**config.mk**
```make
export PLATFORM = sky130hd
export DESIGN_NAME = q2e_sqrt
export DESIGN_NICKNAME = d
export VERILOG_FILES = /design/src/hdl/q2e_pkg.sv /design/src/hdl/q2e_sqrt.sv
export SDC_FILE = /design/constraint.sdc
export NUM_CORES = 2
export LEC_CHECK = 0
export BUFFER_PORTS_ARGS = -buffer_cell sky130_fd_sc_hd__buf_2
export CAP_MARGIN = 20
export CORE_MARGIN = 2
export CORE_UTILIZATION = 29
export DETAILED_ROUTE_END_ITERATION = 10
export HOLD_SLACK_MARGIN = 0.02
export PLACE_DENSITY = 0.43
export SLEW_MARGIN = 20
export SYNTH_ARGS = -nofsm -noshare
export SYNTH_HDL_FRONTEND = slang
export SYNTH_SLANG_ARGS = --single-unit
```
**constraint.sdc**
```tcl
create_clock -name clk -period 3.2 [get_ports clk]
set_input_delay 0.16 -clock clk [delete_from_list [all_inputs] [get_ports clk]]
set_output_delay 0.16 -clock clk [all_outputs]
set_load 0.01 [all_outputs]
```
**src/hdl/q2e_pkg.sv**
```systemverilog
// ----------------------------------------------------------------------------
// q2e_pkg
// Shared widths, constants, types and the arctangent step table for the
// quaternion to Euler angle pipeline.
// ----------------------------------------------------------------------------
package q2e_pkg;

    localparam int IN_W        = 32;   // Q30 quaternion component
    localparam int Q_FRAC      = 30;
    localparam int PROD_W      = 34;   // product >> 30
    localparam int SUM_W       = 36;   // atan2 arguments
    localparam int S_W         = 32;   // clamped asin argument, [-2^30, 2^30]
    localparam int SQ_W        = 61;   // s*s and 2^60 - s*s
    localparam int ROOT_W      = 31;
    localparam int SQRT_STAGES = 31;   // one result bit per stage
    localparam int CORDIC_W    = 40;
    localparam int ANG_W       = 34;   // Q30 radians
    localparam int PITCH_W     = 15;
    localparam int TURN_W      = 16;
    localparam int PITCH_LIM   = 11521;
    localparam int TURN_LIM    = 23041;
    localparam int ATAN_TAB_LEN = 31;
    localparam int DEG_NUM     = 573;      // 57.3 * 10
    localparam int RECIP_10    = 1677722;  // ceil(2^24 / 10)
    localparam int RECIP_W     = 21;
    localparam int RECIP_SHIFT = 24;
    localparam int ROUND_HALF  = 5;

    localparam int CORDIC_ITERATIONS_DEF = 16;
    localparam int ANGLE_FRAC_BITS_DEF   = 7;

    localparam logic signed [SUM_W-1:0] ONE_Q30 = 36'sd1073741824;

    typedef struct packed {
        logic signed [SUM_W-1:0] roll_y;
        logic signed [SUM_W-1:0] roll_x;
        logic signed [SUM_W-1:0] yaw_y;
        logic signed [SUM_W-1:0] yaw_x;
    } turn_args_t;

    typedef struct packed {
        logic signed [PITCH_W-1:0] pitch;
        logic signed [TURN_W-1:0]  roll;
        logic signed [TURN_W-1:0]  yaw;
        logic                      angles_valid;
    } out_item_t;

    // atan(2^-i) * 2^30, truncated toward zero
    function automatic logic [31:0] atan_entry(input int i);
        logic [31:0] r;
        unique case (i)
            0:  r = 32'h3243F6A8;
            1:  r = 32'h1DAC6705;
            2:  r = 32'h0FADBAFC;
            3:  r = 32'h07F56EA6;
            4:  r = 32'h03FEAB76;
            5:  r = 32'h01FFD55B;
            6:  r = 32'h00FFFAAA;
            7:  r = 32'h007FFF55;
            8:  r = 32'h003FFFEA;
            9:  r = 32'h001FFFFD;
            10: r = 32'h000FFFFF;
            11: r = 32'h0007FFFF;
            12: r = 32'h0003FFFF;
            13: r = 32'h0001FFFF;
            14: r = 32'h0000FFFF;
            15: r = 32'h00007FFF;
            16: r = 32'h00003FFF;
            17: r = 32'h00001FFF;
            18: r = 32'h00000FFF;
            19: r = 32'h000007FF;
            20: r = 32'h000003FF;
            21: r = 32'h000001FF;
            22: r = 32'h000000FF;
            23: r = 32'h0000007F;
            24: r = 32'h0000003F;
            25: r = 32'h0000001F;
            26: r = 32'h0000000F;
            27: r = 32'h00000007;
            28: r = 32'h00000003;
            29: r = 32'h00000001;
            default: r = 32'h00000000;
        endcase
        return r;
    endfunction

endpackage

```
**src/hdl/q2e_sqrt.sv**
```systemverilog
// ----------------------------------------------------------------------------
// q2e_sqrt
// Pipelined restoring integer square root, one result bit per stage.
// ----------------------------------------------------------------------------
module q2e_sqrt #(
    parameter int SIDE_W = 1
) (
    input  logic                              clk,
    input  logic                              rst_n,
    input  logic                              en,
    input  logic                              in_valid,
    input  logic [q2e_pkg::SQ_W-1:0]          radicand,
    input  logic [SIDE_W-1:0]                 side_in,
    output logic                              out_valid,
    output logic [q2e_pkg::ROOT_W-1:0]        root,
    output logic [SIDE_W-1:0]                 side_out
);
    localparam int N     = q2e_pkg::SQRT_STAGES;
    localparam int REM_W = q2e_pkg::SQ_W;
    localparam int RES_W = q2e_pkg::SQ_W + 1;

    logic [REM_W-1:0]  rem_reg  [0:N-1];
    logic [RES_W-1:0]  res_reg  [0:N-1];
    logic [SIDE_W-1:0] side_reg [0:N-1];
    logic              vld_reg  [0:N-1];

    for (genvar j = 0; j < N; j++) begin : g_stage
        localparam logic [RES_W-1:0] BIT = RES_W'(1) << (2 * (N - 1 - j));
        logic [REM_W-1:0]  rem_in;
        logic [RES_W-1:0]  res_in;
        logic [SIDE_W-1:0] side_src;
        logic              vld_in;
        logic [RES_W-1:0]  trial;
        logic [REM_W-1:0]  rem_next;
        logic [RES_W-1:0]  res_next;

        if (j == 0) begin : g_first
            assign rem_in   = radicand;
            assign res_in   = '0;
            assign side_src = side_in;
            assign vld_in   = in_valid;
        end else begin : g_rest
            assign rem_in   = rem_reg[j-1];
            assign res_in   = res_reg[j-1];
            assign side_src = side_reg[j-1];
            assign vld_in   = vld_reg[j-1];
        end

        always_comb
        begin
            trial = res_in + BIT;
            if (RES_W'(rem_in) >= trial)
            begin
                rem_next = rem_in - trial[REM_W-1:0];
                res_next = (res_in >> 1) + BIT;
            end
            else
            begin
                rem_next = rem_in;
                res_next = res_in >> 1;
            end
        end

        always_ff @(posedge clk or negedge rst_n)
        begin
            if (!rst_n)
                vld_reg[j] <= 1'b0;
            else if (en)
                vld_reg[j] <= vld_in;
        end

        always_ff @(posedge clk)
        begin
            if (en)
            begin
                rem_reg[j]  <= rem_next;
                res_reg[j]  <= res_next;
                side_reg[j] <= side_src;
            end
        end
    end

    assign out_valid = vld_reg[N-1];
    assign root      = res_reg[N-1][q2e_pkg::ROOT_W-1:0];
    assign side_out  = side_reg[N-1];

endmodule

```
Yosys cells after proc, flatten, opt, wreduce, memory -nomap -nowiden

Memory sizes are Yosys's and may differ from the RTL's.
Cells that the tools add are included.

Bits in registers: 31
Bits in latches: 0
Memory bits (writable): 3844
Bits in read-only memories: 0
Output and inout port bits: 33
Logic and storage cells: 220
Memories: 3

Add/sub/neg operators: 91
Multipliers: 0
Divide/modulo/power cells: 0
Order comparisons: 31
Equality and inequality tests: 0
Shift operators: 0
Mux-type cells: 64
Bitwise gates (word level): 0
Reduce and logical (&&, ||, !) cells: 0

Memories:

| name     | words | width | read ports | clocked after Yosys merged registers in | write ports | RTL line       | text |
|---|---|---|---|---|---|---|---|
| res_reg  | 31    | 62    | 31         | 0                                       | 31          | q2e_sqrt.sv:23 | `logic [RES_W-1:0] res_reg [0:N-1];` |
| rem_reg  | 31    | 61    | 30         | 0                                       | 31          | q2e_sqrt.sv:22 | `logic [REM_W-1:0] rem_reg [0:N-1];` |
| side_reg | 31    | 1     | 31         | 0                                       | 31          | q2e_sqrt.sv:24 | `logic [SIDE_W-1:0] side_reg [0:N-1];` |

Operators with widths:

| operator                                                         | count |
|---|---|
| 61-bit two-way mux                                               | 32 |
| 61-bit by 62-bit greater-or-equal comparator with 1-bit output   | 30 |
| 62-bit two-way mux                                               | 30 |
| 61-bit subtractor                                                | 30 |
| 61-bit by 1-bit adder with 62-bit output, second input constant  | 1 |
| 61-bit by 11-bit adder with 62-bit output, second input constant | 1 |
| 61-bit by 13-bit adder with 62-bit output, second input constant | 1 |
| 61-bit by 15-bit adder with 62-bit output, second input constant | 1 |
| 61-bit by 17-bit adder with 62-bit output, second input constant | 1 |
| 61-bit by 19-bit adder with 62-bit output, second input constant | 1 |
| 61-bit by 21-bit adder with 62-bit output, second input constant | 1 |
| 61-bit by 23-bit adder with 62-bit output, second input constant | 1 |
| 61-bit by 25-bit adder with 62-bit output, second input constant | 1 |
| 61-bit by 27-bit adder with 62-bit output, second input constant | 1 |
| 61-bit by 29-bit adder with 62-bit output, second input constant | 1 |
| 61-bit by 3-bit adder with 62-bit output, second input constant  | 1 |
| 61-bit by 31-bit adder with 62-bit output, second input constant | 1 |
| 61-bit by 33-bit adder with 62-bit output, second input constant | 1 |
| 61-bit by 35-bit adder with 62-bit output, second input constant | 1 |
| 61-bit by 37-bit adder with 62-bit output, second input constant | 1 |
| 61-bit by 39-bit adder with 62-bit output, second input constant | 1 |
| 61-bit by 41-bit adder with 62-bit output, second input constant | 1 |
| 61-bit by 43-bit adder with 62-bit output, second input constant | 1 |
| 61-bit by 45-bit adder with 62-bit output, second input constant | 1 |
| other kinds (43)                                                 | 44 |

Depth between registers and ports, before layout

An unclocked memory read counts as a cell.

Word-level depth: 4
Gate-level depth with buffers: 14

Worst setup path after synthesis

OpenSTA, ideal clock, no wires.

Path kind: reg2reg
Start: memory rem_reg[0][780] (netlist name)
End: memory rem_reg[0][840] (netlist name) (data pin)
Arrival time: 3.239 ns
Required time: 2.940 ns
Setup slack: -0.299 ns
Cell stages (with the launch flop): 11
Buffers on the path: 1
Clock period less this slack: 3.499 ns
Path through: edfxtp_1 ha_1 or3_4 or3_4 or4_4 or4_1 or2_1 nor4_2 nand2_2 buf_6 mux2_4

RTL lines:

| what        | RTL line |
|---|---|
| from (decl) | q2e_sqrt.sv:22 |

==> impl_metrics.py <==
metrics = {
    "outcome": {
        "status": "finished with violations",
        "violations": "setup timing",
    },
    "synthesis": {
        "synth_fa_ha_area_share_pct": 5.821,
        "synthXorXnorAreaFrac_pct": 6.199,
        "async_flop_share_pct": 1.298,
        "synth_cells": 8803,
        "synth_top_family_by_area": "simple AND/OR/NAND/NOR gates",
        "synth_nets": 9393,
        "ys_seq_area_share_pct": 63.46,
        "synth_seq_cells": 2388,
        "synthSimpleGateAreaFrac_pct": 11.72,
        "synth_edf_count": 2357,
        "synthDistinctLibCells": 103,
        "syn_avg_cell_area_um2": 12.81,
        "muxShareOfSynthArea_pct": 1.126,
        "synth_flop_cell": "edfxtp_1",
        "synth_compound_area_share_pct": 8.965,
        "netlist_area_um2": 112800,
        "yosysWarnings": 0,
    },
    "final_layout": {
        "fillers": 36360,
        "multi_input_area_um2": 46060,
        "drive_gt1_share_pct": 34.44,
        "fin_nets": 11953,
        "regArea_um2": 71550,
        "finalNonFillerCells": 16763,
        "largest_reg_flops": 1830,
        "syn2layout_area_growth_pct": 38.85,
    },
    "worst_setup_path": {
        "r2r_slack_ns": -0.48,
        "crit_required_ns": 3.84,
        "r2r_start": "rem_reg[0][947]",
        "rr_worst_depth": 11,
        "end_kind": "register",
        "path_cells": "ha_4 -> or3_4 -> o2bb2ai_4 -> o211ai_1 -> a2111oi_4 -> o31ai_4 -> o311a_1 -> or3_4 -> or2_4 -> or3_4 -> xnor2_2",
        "cp_slowest_cell": "a2111oi_4",
        "cp_num_buf_inv": 0,
        "cp_top_family": "compound AO/OA/AOI/OAI gates",
        "reg2reg_to": "rem_reg[1][57]",
        "worst-setup-path-type": "register to register",
        "critical_path_depth": 11,
        "cp_slowest_stage_delay_ns": 0.49,
        "critical_path.max_fanout": 3,
        "crit_path_frequent_cell": "or3_4",
        "startpoint_type": "register",
        "worstPathArrival_ns": 4.32,
    },
    "route": {
        "first_iter_violations": 4665,
        "vias_per_cell": 4.676,
        "wl_per_cell_um": 19.23,
        "dr_total_vias": 78390,
        "antenna_left": 0,
        "wirelength_um": 322400,
        "dr.pass1.iters": 7,
        "drc_errors": 0,
    },
    "place": {
        "dp.cells": 15770,
        "dp_hpwl_um": 236700,
        "io_buffers": 98,
        "gp_congestion": 0.8694,
        "place_ws_ns": -1.236,
    },
    "sta": {
        "fmax_ghz": 0.2717,
        "slew_headroom_pct": 23.53,
        "setup_ws_ns": -0.4805,
        "setup_viol": 300,
        "finalCriticalPeriod_ns": 3.681,
        "worst_pin_slew_ns": 1.137,
        "fin_crit_sh_pct": 115.0,
        "rsz0062_at_grt": "yes",
        "final_hold_viol_count": 0,
        "slew_viol_final": 0,
        "finalClockSkew_ns": 0.07819,
    },
    "floorplanning": {
        "initial_core_util_pct": 29.19,
        "fp.dieW_um": 627.6,
        "dieArea_um2": 393800,
        "design.core.area_um2": 386300,
        "die_y_um": 627.6,
        "io_pins": 99,
        "placementRows": 228,
    },
    "global_routing": {
        "grtUsageTotal_pct": 15.89,
        "grt_start_max_net_pins": 87,
        "grt_pass1_vias": 81059,
        "grt_pass1_wl_um": 486300,
        "antenna_found_initial": 5,
        "overflow": 0,
    },
    "cts": {
        "cts_max_level": 5,
        "tritoncts": "yes",
        "clk_latency_ns": 0.91,
        "clock_path_buffers": 4,
        "ctsRootBufferMaster": "clkbuf_16",
        "clk_pin_slew_ns": 0.05,
        "cts_sinks": 2388,
        "cts_buffers": 288,
    },
    "power": {
        "vdd.ir_drop.worst_v": 0.0005277,
        "leakagePower_nw": 61.26,
        "power_density_nw_per_um2": 680.2,
    },
    "hold_path": {
        "hold_path.class": "primary input to asynchronous set/reset pin",
    },
    "flow_run": {
        "drv_cap": 0,
    },
}
==> routing by layer <==
layer	global-route usage, %	vias up	routed length [um]	share of wire, %
li1	-	38143	-	-
met1	19.00	38563	133600	41
met2	29.59	1149	168800	52
met3	1.711	533	9270	2.9
met4	4.984	2	10680	3.3
met5	0	-	9	0.0028
==> where the power goes <==
part           internal, W  leakage, nW  switching, W  total, W
registers           0.0399         23.1       0.00313    0.0431
clock network       0.0198         4.61        0.0134    0.0332
logic               0.0148         33.6        0.0154    0.0302
total               0.0746         61.3        0.0319     0.106
==> repair_timing <==
action | CTS | global route
gates resized for setup | 957 | 921
pin swaps | 288 | 347
hold buffers | 130 | 0
setup endpoints to repair | 730 | 684
buffers inserted | 181 | 174
gates cloned | 24 | 13
hold endpoints to repair | 148 | 0
==> cells in the mapped netlist (all sizes together), types with 127 or more instances <==
master,n,area share (%)
a21o,209,1.4
a21oi,558,2.5
clkbuf,136,0.45
edfxtp,2357,63
ha,523,5.8
inv,636,2.1
nand2,542,1.8
nand3,139,0.62
nand4,127,0.70
nor2,574,1.9
nor3,234,1.0
nor4,294,1.7
o21ai,412,1.8
xnor2,405,3.1
xor2,393,3.1
==> worst max path at each step <==
stage | from | to | slack [ns]
after global placement | rem_reg[0][947] | rem_reg[1][57] | -1.18
after global routing | rem_reg[0][947] | rem_reg[1][49] | -0.60
after CTS | rem_reg[0][712] | rem_reg[0][787] | -0.44
after floorplan | rem_reg[0][712] | rem_reg[0][789] | -0.25
after detailed placement | rem_reg[0][946] | rem_reg[1][57] | -1.24
final | rem_reg[0][947] | rem_reg[1][57] | -0.48
==> cell usage in the layout (no fill, tap or decap), types with 72 or more instances in the layout <==
cell / instances
o21ai_2: 72
nor3_1: 148
xnor2_1: 359
edfxtp_1: 2357
ha_1: 435
a21oi_1: 421
nand4_1: 127
inv_1: 607
nor2_1: 425
nor2b_1: 74
nor4_1: 212
o21ai_0: 263
a21oi_2: 114
mux2_2: 90
buf_2: 99
dlygate4sd3_1: 129
buf_12: 87
nand2_1: 467
buf_6: 133
buf_4: 1940
xor2_1: 380
a21o_1: 208
ha_4: 80
clkbuf_16: 303
nand3_1: 99
nand2b_1: 97
nor2_4: 110
==> final cells by class <==
class	instances	area share [%]
diodes	4	0.006393
clock buffers	340	4.809
clock inverters	171	1.251
inverters	636	1.543
multi-input cells	5614	29.42
flip-flops and latches	2388	45.70
well taps	5175	4.136
repair buffers	2435	13.13
==> kinds of logic (layout without fill, tap and decap cells) <==
logic type,Yosys count,after routing
XOR/XNOR,798,798
flip-flops,2388,2388
other,1,5
buffers and inverters,801,3582
multiplexers,113,113
AO/OA/AOI/OAI,1633,1633
adder cells (fa/ha/maj),524,524
AND/OR/NAND/NOR,2545,2545
==> stage by stage <==
| stage | total power, W | area, um^2 | hold WS (ns) | setup TNS [ns] | utilization [%] |
|---|---|---|---|---|---|
| 3_3_place_gp | 0.06925 | 133900 | 0.2234 | -226.12 | 34.67 |
| 6_report | 0.1065 | 156600 | 0.3093 | -36.16 | 40.53 |
| 5_1_grt | 0.1120 | 156600 | 0.3025 | -82.24 | 40.53 |
| 3_5_place_dp | 0.06938 | 133900 | 0.2434 | -207.47 | 34.67 |
| 4_1_cts | 0.1055 | 150900 | 0.2227 | -33.45 | 39.07 |
| 2_1_floorplan | 0.05647 | 113000 | -0.1356 | -5.228 | - |
==> worst reg2reg max path, stage by stage (launching register included) <==
cell and delay, ns:
edfxtp_1 0.42, ha_4 0.19, or3_4 0.39, o2bb2ai_4 0.20, o211ai_1 0.22, a2111oi_4 0.49, o31ai_4 0.14, o311a_1 0.31
or3_4 0.34, or2_4 0.25, or3_4 0.34, xnor2_2 0.14
Note: power is estimated with default switching activity, not from simulation.
