[src/hdl/q2e_pkg.sv]
// ----------------------------------------------------------------------------
// q2e_pkg
// Shared widths, constants, types and the arctangent step table for the
// quaternion to Euler angle pipeline.
// ----------------------------------------------------------------------------
package q2e_pkg;

    localparam int IN_W        = 32;   // Q30 quaternion component
    localparam int Q_FRAC      = 30;
    localparam int PROD_W      = 34;   // product >> 30
    localparam int SUM_W       = 36;   // atan2 arguments
    localparam int S_W         = 32;   // clamped asin argument, [-2^30, 2^30]
    localparam int SQ_W        = 61;   // s*s and 2^60 - s*s
    localparam int ROOT_W      = 31;
    localparam int SQRT_STAGES = 31;   // one result bit per stage
    localparam int CORDIC_W    = 40;
    localparam int ANG_W       = 34;   // Q30 radians
    localparam int PITCH_W     = 15;
    localparam int TURN_W      = 16;
    localparam int PITCH_LIM   = 11521;
    localparam int TURN_LIM    = 23041;
    localparam int ATAN_TAB_LEN = 31;
    localparam int DEG_NUM     = 573;      // 57.3 * 10
    localparam int RECIP_10    = 1677722;  // ceil(2^24 / 10)
    localparam int RECIP_W     = 21;
    localparam int RECIP_SHIFT = 24;
    localparam int ROUND_HALF  = 5;

    localparam int CORDIC_ITERATIONS_DEF = 16;
    localparam int ANGLE_FRAC_BITS_DEF   = 7;

    localparam logic signed [SUM_W-1:0] ONE_Q30 = 36'sd1073741824;

    typedef struct packed {
        logic signed [SUM_W-1:0] roll_y;
        logic signed [SUM_W-1:0] roll_x;
        logic signed [SUM_W-1:0] yaw_y;
        logic signed [SUM_W-1:0] yaw_x;
    } turn_args_t;

    typedef struct packed {
        logic signed [PITCH_W-1:0] pitch;
        logic signed [TURN_W-1:0]  roll;
        logic signed [TURN_W-1:0]  yaw;
        logic                      angles_valid;
    } out_item_t;

    // atan(2^-i) * 2^30, truncated toward zero
    function automatic logic [31:0] atan_entry(input int i);
        logic [31:0] r;
        unique case (i)
            0:  r = 32'h3243F6A8;
            1:  r = 32'h1DAC6705;
            2:  r = 32'h0FADBAFC;
            3:  r = 32'h07F56EA6;
            4:  r = 32'h03FEAB76;
            5:  r = 32'h01FFD55B;
            6:  r = 32'h00FFFAAA;
            7:  r = 32'h007FFF55;
            8:  r = 32'h003FFFEA;
            9:  r = 32'h001FFFFD;
            10: r = 32'h000FFFFF;
            11: r = 32'h0007FFFF;
            12: r = 32'h0003FFFF;
            13: r = 32'h0001FFFF;
            14: r = 32'h0000FFFF;
            15: r = 32'h00007FFF;
            16: r = 32'h00003FFF;
            17: r = 32'h00001FFF;
            18: r = 32'h00000FFF;
            19: r = 32'h000007FF;
            20: r = 32'h000003FF;
            21: r = 32'h000001FF;
            22: r = 32'h000000FF;
            23: r = 32'h0000007F;
            24: r = 32'h0000003F;
            25: r = 32'h0000001F;
            26: r = 32'h0000000F;
            27: r = 32'h00000007;
            28: r = 32'h00000003;
            29: r = 32'h00000001;
            default: r = 32'h00000000;
        endcase
        return r;
    endfunction

endpackage

[src/hdl/q2e_scale.sv]
// ----------------------------------------------------------------------------
// q2e_scale
// Radians (Q30) to 1/2^FRAC degree: magnitude, times 573, divide by 10*2^30
// with half-up rounding via reciprocal multiply, saturate, restore sign.
// ----------------------------------------------------------------------------
module q2e_scale #(
    parameter int FRAC   = q2e_pkg::ANGLE_FRAC_BITS_DEF,
    parameter int OUT_W  = q2e_pkg::TURN_W,
    parameter int LIM    = q2e_pkg::TURN_LIM,
    parameter int SIDE_W = 1
) (
    input  logic                                clk,
    input  logic                                rst_n,
    input  logic                                en,
    input  logic                                in_valid,
    input  logic signed [q2e_pkg::ANG_W-1:0]    angle,
    input  logic [SIDE_W-1:0]                   side_in,
    output logic                                out_valid,
    output logic signed [OUT_W-1:0]             units,
    output logic [SIDE_W-1:0]                   side_out
);
    localparam int ZW  = q2e_pkg::ANG_W;
    localparam int P_W = ZW + 10;
    localparam int T_W = P_W - q2e_pkg::Q_FRAC + FRAC;
    localparam int V_W = T_W + 1;
    localparam int R_W = V_W + q2e_pkg::RECIP_W;
    localparam int Q_W = R_W - q2e_pkg::RECIP_SHIFT;

    logic [ZW-1:0]           mag_reg;
    logic [P_W-1:0]          prod_reg;
    logic [R_W-1:0]          recip_reg;
    logic signed [OUT_W-1:0] units_reg;
    logic                    sgn_reg  [0:2];
    logic [SIDE_W-1:0]       side_reg [0:3];
    logic                    vld_reg  [0:3];

    logic [ZW-1:0]           mag_next;
    logic [P_W-1:0]          prod_next;
    logic [T_W-1:0]          whole;
    logic [R_W-1:0]          recip_next;
    logic [Q_W-1:0]          quot;
    logic [Q_W-1:0]          quot_sat;
    logic signed [OUT_W-1:0] units_next;

    always_comb
    begin
        mag_next   = angle[ZW-1] ? ZW'(-angle) : ZW'(angle);
        prod_next  = P_W'(mag_reg) * P_W'(q2e_pkg::DEG_NUM);
        whole      = prod_reg[P_W-1:q2e_pkg::Q_FRAC-FRAC];
        recip_next = R_W'(V_W'(whole) + V_W'(q2e_pkg::ROUND_HALF))
                     * R_W'(q2e_pkg::RECIP_10);
        quot       = recip_reg[R_W-1:q2e_pkg::RECIP_SHIFT];
        quot_sat   = (quot > Q_W'(LIM)) ? Q_W'(LIM) : quot;
        units_next = sgn_reg[2] ? -OUT_W'(quot_sat) : OUT_W'(quot_sat);
    end

    always_ff @(posedge clk or negedge rst_n)
    begin
        if (!rst_n)
        begin
            vld_reg[0] <= 1'b0;
            vld_reg[1] <= 1'b0;
            vld_reg[2] <= 1'b0;
            vld_reg[3] <= 1'b0;
        end
        else if (en)
        begin
            vld_reg[0] <= in_valid;
            vld_reg[1] <= vld_reg[0];
            vld_reg[2] <= vld_reg[1];
            vld_reg[3] <= vld_reg[2];
        end
    end

    always_ff @(posedge clk)
    begin
        if (en)
        begin
            mag_reg     <= mag_next;
            sgn_reg[0]  <= angle[ZW-1];
            side_reg[0] <= side_in;
            prod_reg    <= prod_next;
            sgn_reg[1]  <= sgn_reg[0];
            side_reg[1] <= side_reg[0];
            recip_reg   <= recip_next;
            sgn_reg[2]  <= sgn_reg[1];
            side_reg[2] <= side_reg[1];
            units_reg   <= units_next;
            side_reg[3] <= side_reg[2];
        end
    end

    assign out_valid = vld_reg[3];
    assign units     = units_reg;
    assign side_out  = side_reg[3];

endmodule

[config.mk]
export PLATFORM = sky130hd
export DESIGN_NAME = q2e_scale
export DESIGN_NICKNAME = d
export VERILOG_FILES = /design/src/hdl/q2e_pkg.sv /design/src/hdl/q2e_scale.sv
export SDC_FILE = /design/constraint.sdc
export NUM_CORES = 1
export LEC_CHECK = 0
export BUFFER_PORTS_ARGS = -buffer_cell sky130_fd_sc_hd__buf_2
export CAP_MARGIN = 15
export CORE_AREA = 4 4 193 195
export CTS_CLUSTER_SIZE = 12
export DETAILED_ROUTE_END_ITERATION = 10
export DIE_AREA = 0 0 197 199
export GPL_TIMING_DRIVEN = 0
export PLACE_DENSITY_LB_ADDON = 0.1
export REMOVE_ABC_BUFFERS = 1
export SLEW_MARGIN = 20
export SYNTH_ARGS = -nofsm -noshare
export SYNTH_HDL_FRONTEND = slang
export SYNTH_SLANG_ARGS = --single-unit
[constraint.sdc]
create_clock -name clk -period 9.19 [get_ports clk]
set_input_delay 2.757 -clock clk [delete_from_list [all_inputs] [get_ports clk]]
set_output_delay 2.757 -clock clk [all_outputs]
set_load 0.02 [all_outputs]
=== Word level (Yosys, flattened, before mapping) ===
Memory sizes are Yosys's and may differ from the RTL's.
Index checks and enable logic that the tools add are counted.
W data, S select, Z words.

* $add $sub $neg: 3
* Multiply operators: 2
* $lt $le $gt $ge: 1
* Muxes and demuxes: 5

{| class="wikitable"
|+ Operators with widths
! cell !! count
|-
| $mul A34 B10 Y44 const B || 1
|-
| $mul A22 B20 Y42 const B || 1
|-
| $neg A34 Y34 || 1
|-
| $mux W33 || 1
|-
| $mux W16 || 2
|-
| $add A21 B3 Y22 const B || 1
|-
| $gt A19 B15 Y1 const B || 1
|-
| $neg A16 Y16 || 1
|-
| $mux W1 || 2
|}

* Bits in registers: 140
* RAM bits: 7
* Output and inout port bits: 18
* Logic and storage cells: 22
* Memories kept: 2

{| class="wikitable"
|+ Memories
! memory !! words !! bits a word !! read ports !! clocked after Yosys merged registers in !! write ports !! line !! text
|-
| side_reg || 4 || 1 || 4 || 0 || 4 || q2e_scale.sv:34 || <nowiki>logic [SIDE_W-1:0] side_reg [0:3];</nowiki>
|-
| sgn_reg || 3 || 1 || 3 || 0 || 3 || q2e_scale.sv:33 || <nowiki>logic sgn_reg [0:2];</nowiki>
|}

=== Logic depth before layout (Yosys ltp) ===
Gate-level depths: netlist of run 1.

* Word-level depth: 4
* Mapped depth: 30
* Depth with buffers taken out: 30

=== Worst setup path before layout of run 1 ===
OpenSTA, ideal clock, no wires.

* Path kind: reg2reg
* Start: register prod_reg[23]
* End: register recip_reg[41], data pin
* Library setup time: 0.257 ns
* Arrival time: 7.321 ns
* Slack: 1.612 ns
* Stages on the path, launching flop included: 30
* Path buffers: 0
* Clock period less this slack: 7.578 ns
* Path through: edfxtp_1 ha_1 o21bai_1 nand2b_1 nor2_1 nand4_1 nor2_1 xnor2_1 inv_1 ha_1 fa_1 ha_1 inv_1 fa_1 inv_1 fa_1 fa_1 inv_1 fa_1 inv_1 ha_1 a311o_1 a21oi_1 nor2_1 a21oi_1 a21boi_1 a41o_1 a32o_1 o22a_1 xor2_1

* Word-level cells in the longest chain between the ends: 2

{| class="wikitable"
|+ Ends and longest elaborated chain
! item !! line !! text
|-
| start, declared || q2e_scale.sv:30 || <nowiki>logic [P_W-1:0] prod_reg;</nowiki>
|-
| start signal, assigned || q2e_scale.sv:82 || <nowiki>prod_reg <= prod_next;</nowiki>
|-
| $add A21 B3 Y22 || q2e_scale.sv:50 || <nowiki>recip_next = R_W'(V_W'(whole) + V_W'(q2e_pkg::ROUND_HALF))</nowiki>
|-
| $mul A22 B20 Y42 || q2e_scale.sv:51 || <nowiki>* R_W'(q2e_pkg::RECIP_10);</nowiki>
|-
| via recip_next[41] || q2e_scale.sv:40 || <nowiki>logic [R_W-1:0] recip_next;</nowiki>
|-
| end signal, assigned || q2e_scale.sv:85 || <nowiki>recip_reg <= recip_next;</nowiki>
|-
| end, declared || q2e_scale.sv:31 || <nowiki>logic [R_W-1:0] recip_reg;</nowiki>
|}

The timed path passes the listed nets, and every way through them passes these cells.
A chain may end at the register's enable or synchronous reset.

=== Final worst setup path of run 1 ===
* Start: register prod_reg[29]
* End: register recip_reg[41], data pin

Same word-level chain as after synthesis.

==> results_dict.tcl, run 1 <==
set metrics [dict create \
    max_stage_delay_ns 0.81 \
    htreeDepth 3 \
    rsz0062_at_grt "false" \
    std_cell_rows 69 \
    synth_edf_count 97 \
    dr_total_vias 11200 \
    synthTopCellsByCount "344 x ha_1, 308 x inv_1, 256 x fa_1" \
    clockBufferDepth 2 \
    core_sq_mm 0.0354 \
    crit_family "adder cells" \
    holdPathStages 0 \
    cts_hold_buf 0 \
    min_from "sgn_reg[0][0]" \
    cts_root_buf "clkbuf_16" \
    first_global_vias 11900 \
    crit_required_ns 9.33 \
    crit_fanout 6 \
    yosysWarnings 0 \
    finalWeightedCongestion 0.949 \
    grt_pass1_wl_microns 61200 \
    numClockSinks 101 \
    ys_async_sr_fraction 0.0396 \
    cp.arrival_ns 8.65 \
    cts_tree "yes" \
    endpoint_kind "register" \
    synthCells 1611 \
    r2r_end "recip_reg[41]" \
    synth.most_common_cell "ha_1" \
    clk_latency_ns 0.39 \
    status "completed" \
    path_buf_inv 4 \
    grt_overflow_total 0 \
    area_delta_synth_final_pct 6.50 \
    wl_met1_microns 18400 \
    worstHoldPathType "reg -> reg" \
    min_to "sgn_reg[0][1]" \
    register_area_sq_mm 0.00301 \
    grt_max_degree 66 \
    startpoint_type "register" \
    largest_reg_flops 34 \
    initial_utilization 0.497 \
    final-setup-viol-count 0 \
    final_nets 2309 \
    multiInputGateArea_sq_mm 0.0134 \
    drt_iter0_drc 521 \
    netlist_area_sq_mm 0.0176 \
    portBuffers 56 \
    tightest_slew_ns 1.09 \
    post-synth-top-area-cell "fa_1" \
    ys_types 73 \
    path_clk_slew_ns 0.08 \
    period_share 0.927 \
    slew_viol_final 0 \
    drc 0 \
    ios 57 \
    syn_avg_cell_area_sq_um 10.9 \
    r2r_slack_ns 0.67 \
    cts_made_buffers 9 \
    dp_hpwl_microns 32600 \
    finalHoldViolations 0 \
    antenna_found_initial 0 \
    routed_wl_microns 36900 \
    synth_ff_type "edfxtp_1" \
    vias_per_cell 5.25 \
    first_pass_iters 5 \
    die_h_microns 199 \
    fin_crit_ns 8.52 \
    top_layer "met4" \
    cap_violations 0 \
    synth.area.top_cells "fa_1 29%, ha_1 24%, edfxtp_1 17%, inv_1 6.6%, xnor2_1 4.9%" \
    die-area_sq_mm 0.0392 \
    wire_per_inst_microns 17.3 \
    finClkSkew_ns 0.0120 \
    dr_wl_met3_microns 1400 \
    postRouteAntennaNets 0 \
    r2r_cells 27 \
    cp_slowest_cell "xnor2_1" \
    fin_setup_tns_ns 0 \
    ys_ff_latch 101 \
    synth_top_area_frac 0.291 \
    fmax_ghz 0.117 \
    relSlewSlack 0.270 \
    gr-usage-all-layers 0.198 \
    worst-setup-path-type "reg -> reg" \
    r2r_start "prod_reg[29]" \
    drive_gt1_frac 0.0573 \
    die_x_microns 197 \
    dr_wl_met2_microns 16700 \
    ys_seq_area_frac 0.171 \
    fillCellCount 3273 \
    diodes 0 \
]
[layout by cell type, fill, tap and decap left out, types with 8 or more instances in the layout]
cell type and n:
buf_2 55, o31ai_1 8, nor2b_1 9, a21o_1 36, edfxtp_1 97, xnor2_1 97, xor2_1 41, fa_1 256
nand2_1 70, nand4_1 10, o21ai_0 33, nand3_1 21, clkbuf_16 9, nor2_1 47, a21oi_1 61, nor3_1 19
inv_1 308, and2_1 9, ha_1 344
[cells by family (layout without fill, tap and decap cells)]
group,count (synthesis),count (layout),share of synthesized area
compound gates,215,215,0.0837
xor+xnor,140,140,0.0701
mux,4,4,0.00256
flops,101,101,0.171
buf+inv,317,381,0.0682
simple gates,234,234,0.0686
fa+ha+maj,600,600,0.536
[metal layers]
metal	GRT usage	up-vias
li1	-	5562
met1	0.291	5477
met2	0.314	163
met3	0.0339	20
met4	0.0336	0
met5	0	-
[worst max path at each step]
stage                       from            end  slack [ns]  cells past startpoint
floorplan           prod_reg[23]  recip_reg[41]        1.61                     29
global placement    prod_reg[23]  recip_reg[42]        0.45                     29
detailed placement  prod_reg[23]  recip_reg[42]        0.42                     29
CTS                 prod_reg[23]  recip_reg[42]        0.40                     29
global route        prod_reg[29]  recip_reg[42]        0.10                     28
finish              prod_reg[29]  recip_reg[41]        0.67                     27
[layout make-up]
class,count,share of cell area
clock buffer,9,0.0120
clock inverter,7,0.00347
inverter,308,0.0617
multi-input combinational,1193,0.715
sequential,101,0.161
tap,461,0.0308
timing repair buffer,57,0.0168
[through the flow]
step | setup WS, ns | hold WS [ns] | cell area (sq um) | cells | utilization
5_1_grt | 0.101 | 0.428 | 18700 | 2136 | 0.530
3_3_place_gp | 0.453 | 0.403 | 18400 | 2119 | 0.520
6_report | 0.673 | 0.421 | 18700 | 2136 | 0.530
3_5_place_dp | 0.421 | 0.406 | 18400 | 2120 | 0.521
4_1_cts | 0.397 | 0.423 | 18700 | 2136 | 0.529
2_1_floorplan | 1.61 | 0.400 | 17600 | 1602 | -
[what timing repair did]
item / CTS / global route
endpoints found under the hold margin: 0 / 0
resized for setup: 0 / 1
buffers inserted: 0 / 0
endpoints found under the setup margin: 0 / 2
[worst reg2reg max path, stage by stage, from the launching register on]
cell,delay (ns)
edfxtp_1,0.44
and3_1,0.22
and3_1,0.18
and2_1,0.14
and3_1,0.25
nand3_1,0.15
xnor2_1,0.81
ha_1,0.48
xor2_1,0.19
ha_1,0.31
ha_1,0.32
inv_1,0.06
fa_1,0.49
inv_1,0.05
fa_1,0.46
fa_1,0.54
inv_1,0.05
fa_1,0.50
inv_1,0.04
ha_1,0.32
nand3_1,0.16
a211o_1,0.33
a2111o_1,0.44
a21boi_1,0.33
a41o_1,0.41
a32o_1,0.35
o22a_1,0.19
xor2_1,0.07
Power of run 1 is not shown: default switching activity piles up to over one toggle a cycle in this logic, so the estimate is an artifact.
==> run 2, diff against run 1 <==
CORE_AREA = 5 5 194 196   (was 4 4 193 195)
DIE_AREA = 0 0 199 201   (was 0 0 197 199)
==> run 2 against run 1 <==
  * Largest cell class unchanged
  * Utilization is 0.60 points lower
  * Final cell count up 0.33%
  * Wire length is 0.66% lower
  * Die area is 2.0% higher
  * Register-to-register slack lost 0.03 ns
==> results_dict.tcl, run 2 (synthesis gave the netlist of run 1 again) <==
set metrics [dict create \
    status "completed" \
    slew_viol_final 0 \
    final-setup-viol-count 0 \
    drive_gt1_frac 0.0573 \
    startpoint_type "register" \
    grt_pass1_wl_microns 62200 \
    final_common_cell "ha_1" \
    first_global_vias 12200 \
    drt_iter0_drc 490 \
    tightest_slew_ns 0.963 \
    wire_per_inst_microns 17.1 \
    die_x_microns 199 \
    min_to "sgn_reg[0][1]" \
    antenna_found_initial 0 \
    first_pass_iters 5 \
    area_delta_synth_final_pct 6.82 \
    max_stage_delay_ns 0.77 \
    clockBufferDepth 2 \
    gr-usage-all-layers 0.194 \
    cp.arrival_ns 8.69 \
    die-area_sq_mm 0.0400 \
    dp_hpwl_microns 32500 \
    largest_reg_flops 34 \
    worst-setup-path-type "reg -> reg" \
    r2r_start "prod_reg[29]" \
    path_buf_inv 4 \
    dr_total_vias 11200 \
    initial_utilization 0.490 \
    relSlewSlack 0.353 \
    hold_ws_ns 0.424 \
    finalWeightedCongestion 0.913 \
    cts_tree "yes" \
    cts_root_buf "clkbuf_16" \
    use_met2 0.304 \
    r2r_slack_ns 0.64 \
    fin_crit_ns 8.55 \
    endpoint_kind "register" \
    drc 0 \
    crit_fanout 6 \
    grt_max_degree 64 \
    globalRouteMet1Util 0.293 \
    period_share 0.930 \
    worstHoldPathType "reg -> reg" \
    portBuffers 56 \
    final_nets 2309 \
    finalHoldViolations 0 \
    grt.busiest_layer "met2" \
    std_cell_rows 70 \
    final_cell_mix "344 x ha_1, 308 x inv_1, 256 x fa_1, 97 x xnor2_1, 97 x edfxtp_1" \
    r2r_end "recip_reg[41]" \
    numClockSinks 101 \
    path_clk_slew_ns 0.08 \
    clk_latency_ns 0.38 \
    use_met3 0.0282 \
    ios 57 \
    fmax_ghz 0.117 \
    postRouteAntennaNets 0 \
    cts_hold_buf 0 \
    core_sq_mm 0.0359 \
    cts_setup_buffers 0 \
    holdPathStages 0 \
    cap_violations 0 \
    vias_per_cell 5.25 \
    crit_family "adder cells" \
    rsz0062_at_grt "false" \
    die_h_microns 201 \
    crit_required_ns 9.33 \
    cts_made_buffers 9 \
    finClkSkew_ns 0.0112 \
    setup_slack_ns 0.642 \
    diodes 0 \
    grt_overflow_total 0 \
    preCtsSetupSlack_ns 0.331 \
    fin_setup_tns_ns 0 \
    fillCellCount 3251 \
    htreeDepth 3 \
    cp_slowest_cell "xnor2_1" \
    r2r_cells 27 \
    routed_wl_microns 36600 \
    min_from "sgn_reg[0][0]" \
]
-- run 2: timing repair --
item / in CTS / in global routing
hold endpoints to repair: 0 / 0
resized for setup: 0 / 1
setup endpoints to repair: 0 / 7
-- run 2: worst register-to-register path: stages, from the launching register on --
cell      delay [ns]
edfxtp_1        0.43
and3_1          0.21
and3_1          0.18
and2_1          0.14
and3_1          0.26
nand3_1         0.16
xnor2_1         0.77
ha_1            0.49
xor2_1          0.20
ha_1            0.31
ha_1            0.29
inv_1           0.05
fa_1            0.50
inv_1           0.05
fa_1            0.46
fa_1            0.54
inv_1           0.05
fa_1            0.60
inv_1           0.07
ha_1            0.33
nand3_1         0.15
a211o_1         0.33
a2111o_1        0.44
a21boi_1        0.33
a41o_1          0.42
a32o_1          0.33
o22a_1          0.18
xor2_1          0.06
-- run 2: final cells by class --
cell class                      instances  area, sq um  area share
Multi-Input combinational cell       1193        13400       0.712
Sequential cell                       101         3010       0.160
Inverter                              308         1160      0.0615
Tap cell                              468          586      0.0311
Timing Repair Buffer                   57          314      0.0167
Clock buffer                            9          225      0.0120
Clock inverter                          7          114     0.00605
-- run 2: routing by layer --
| layer | up-vias | part of all wire |
|---|---|---|
| met3 | 18 | 0.034 |
| met5 | - | 0 |
| li1 | 5563 | - |
| met2 | 140 | 0.46 |
| met4 | 0 | 0.0093 |
| met1 | 5520 | 0.50 |
-- run 2: per-stage QoR --
stage	std cells	instance area, sq um	util
2_1_floorplan	1602	17600	-
3_3_place_gp	2126	18400	0.513
3_5_place_dp	2127	18500	0.514
4_1_cts	2143	18800	0.523
5_1_grt	2143	18800	0.524
6_report	2143	18800	0.524
-- run 2: worst max path at each step --
stage,from,end,cells after the start
floorplan,prod_reg[23],recip_reg[41],29
global placement,prod_reg[23],recip_reg[42],29
detailed placement,prod_reg[23],recip_reg[42],29
CTS,prod_reg[23],recip_reg[42],29
global route,prod_reg[29],recip_reg[41],27
finish,prod_reg[29],recip_reg[41],27
Power of run 2 is left out for the same reason.
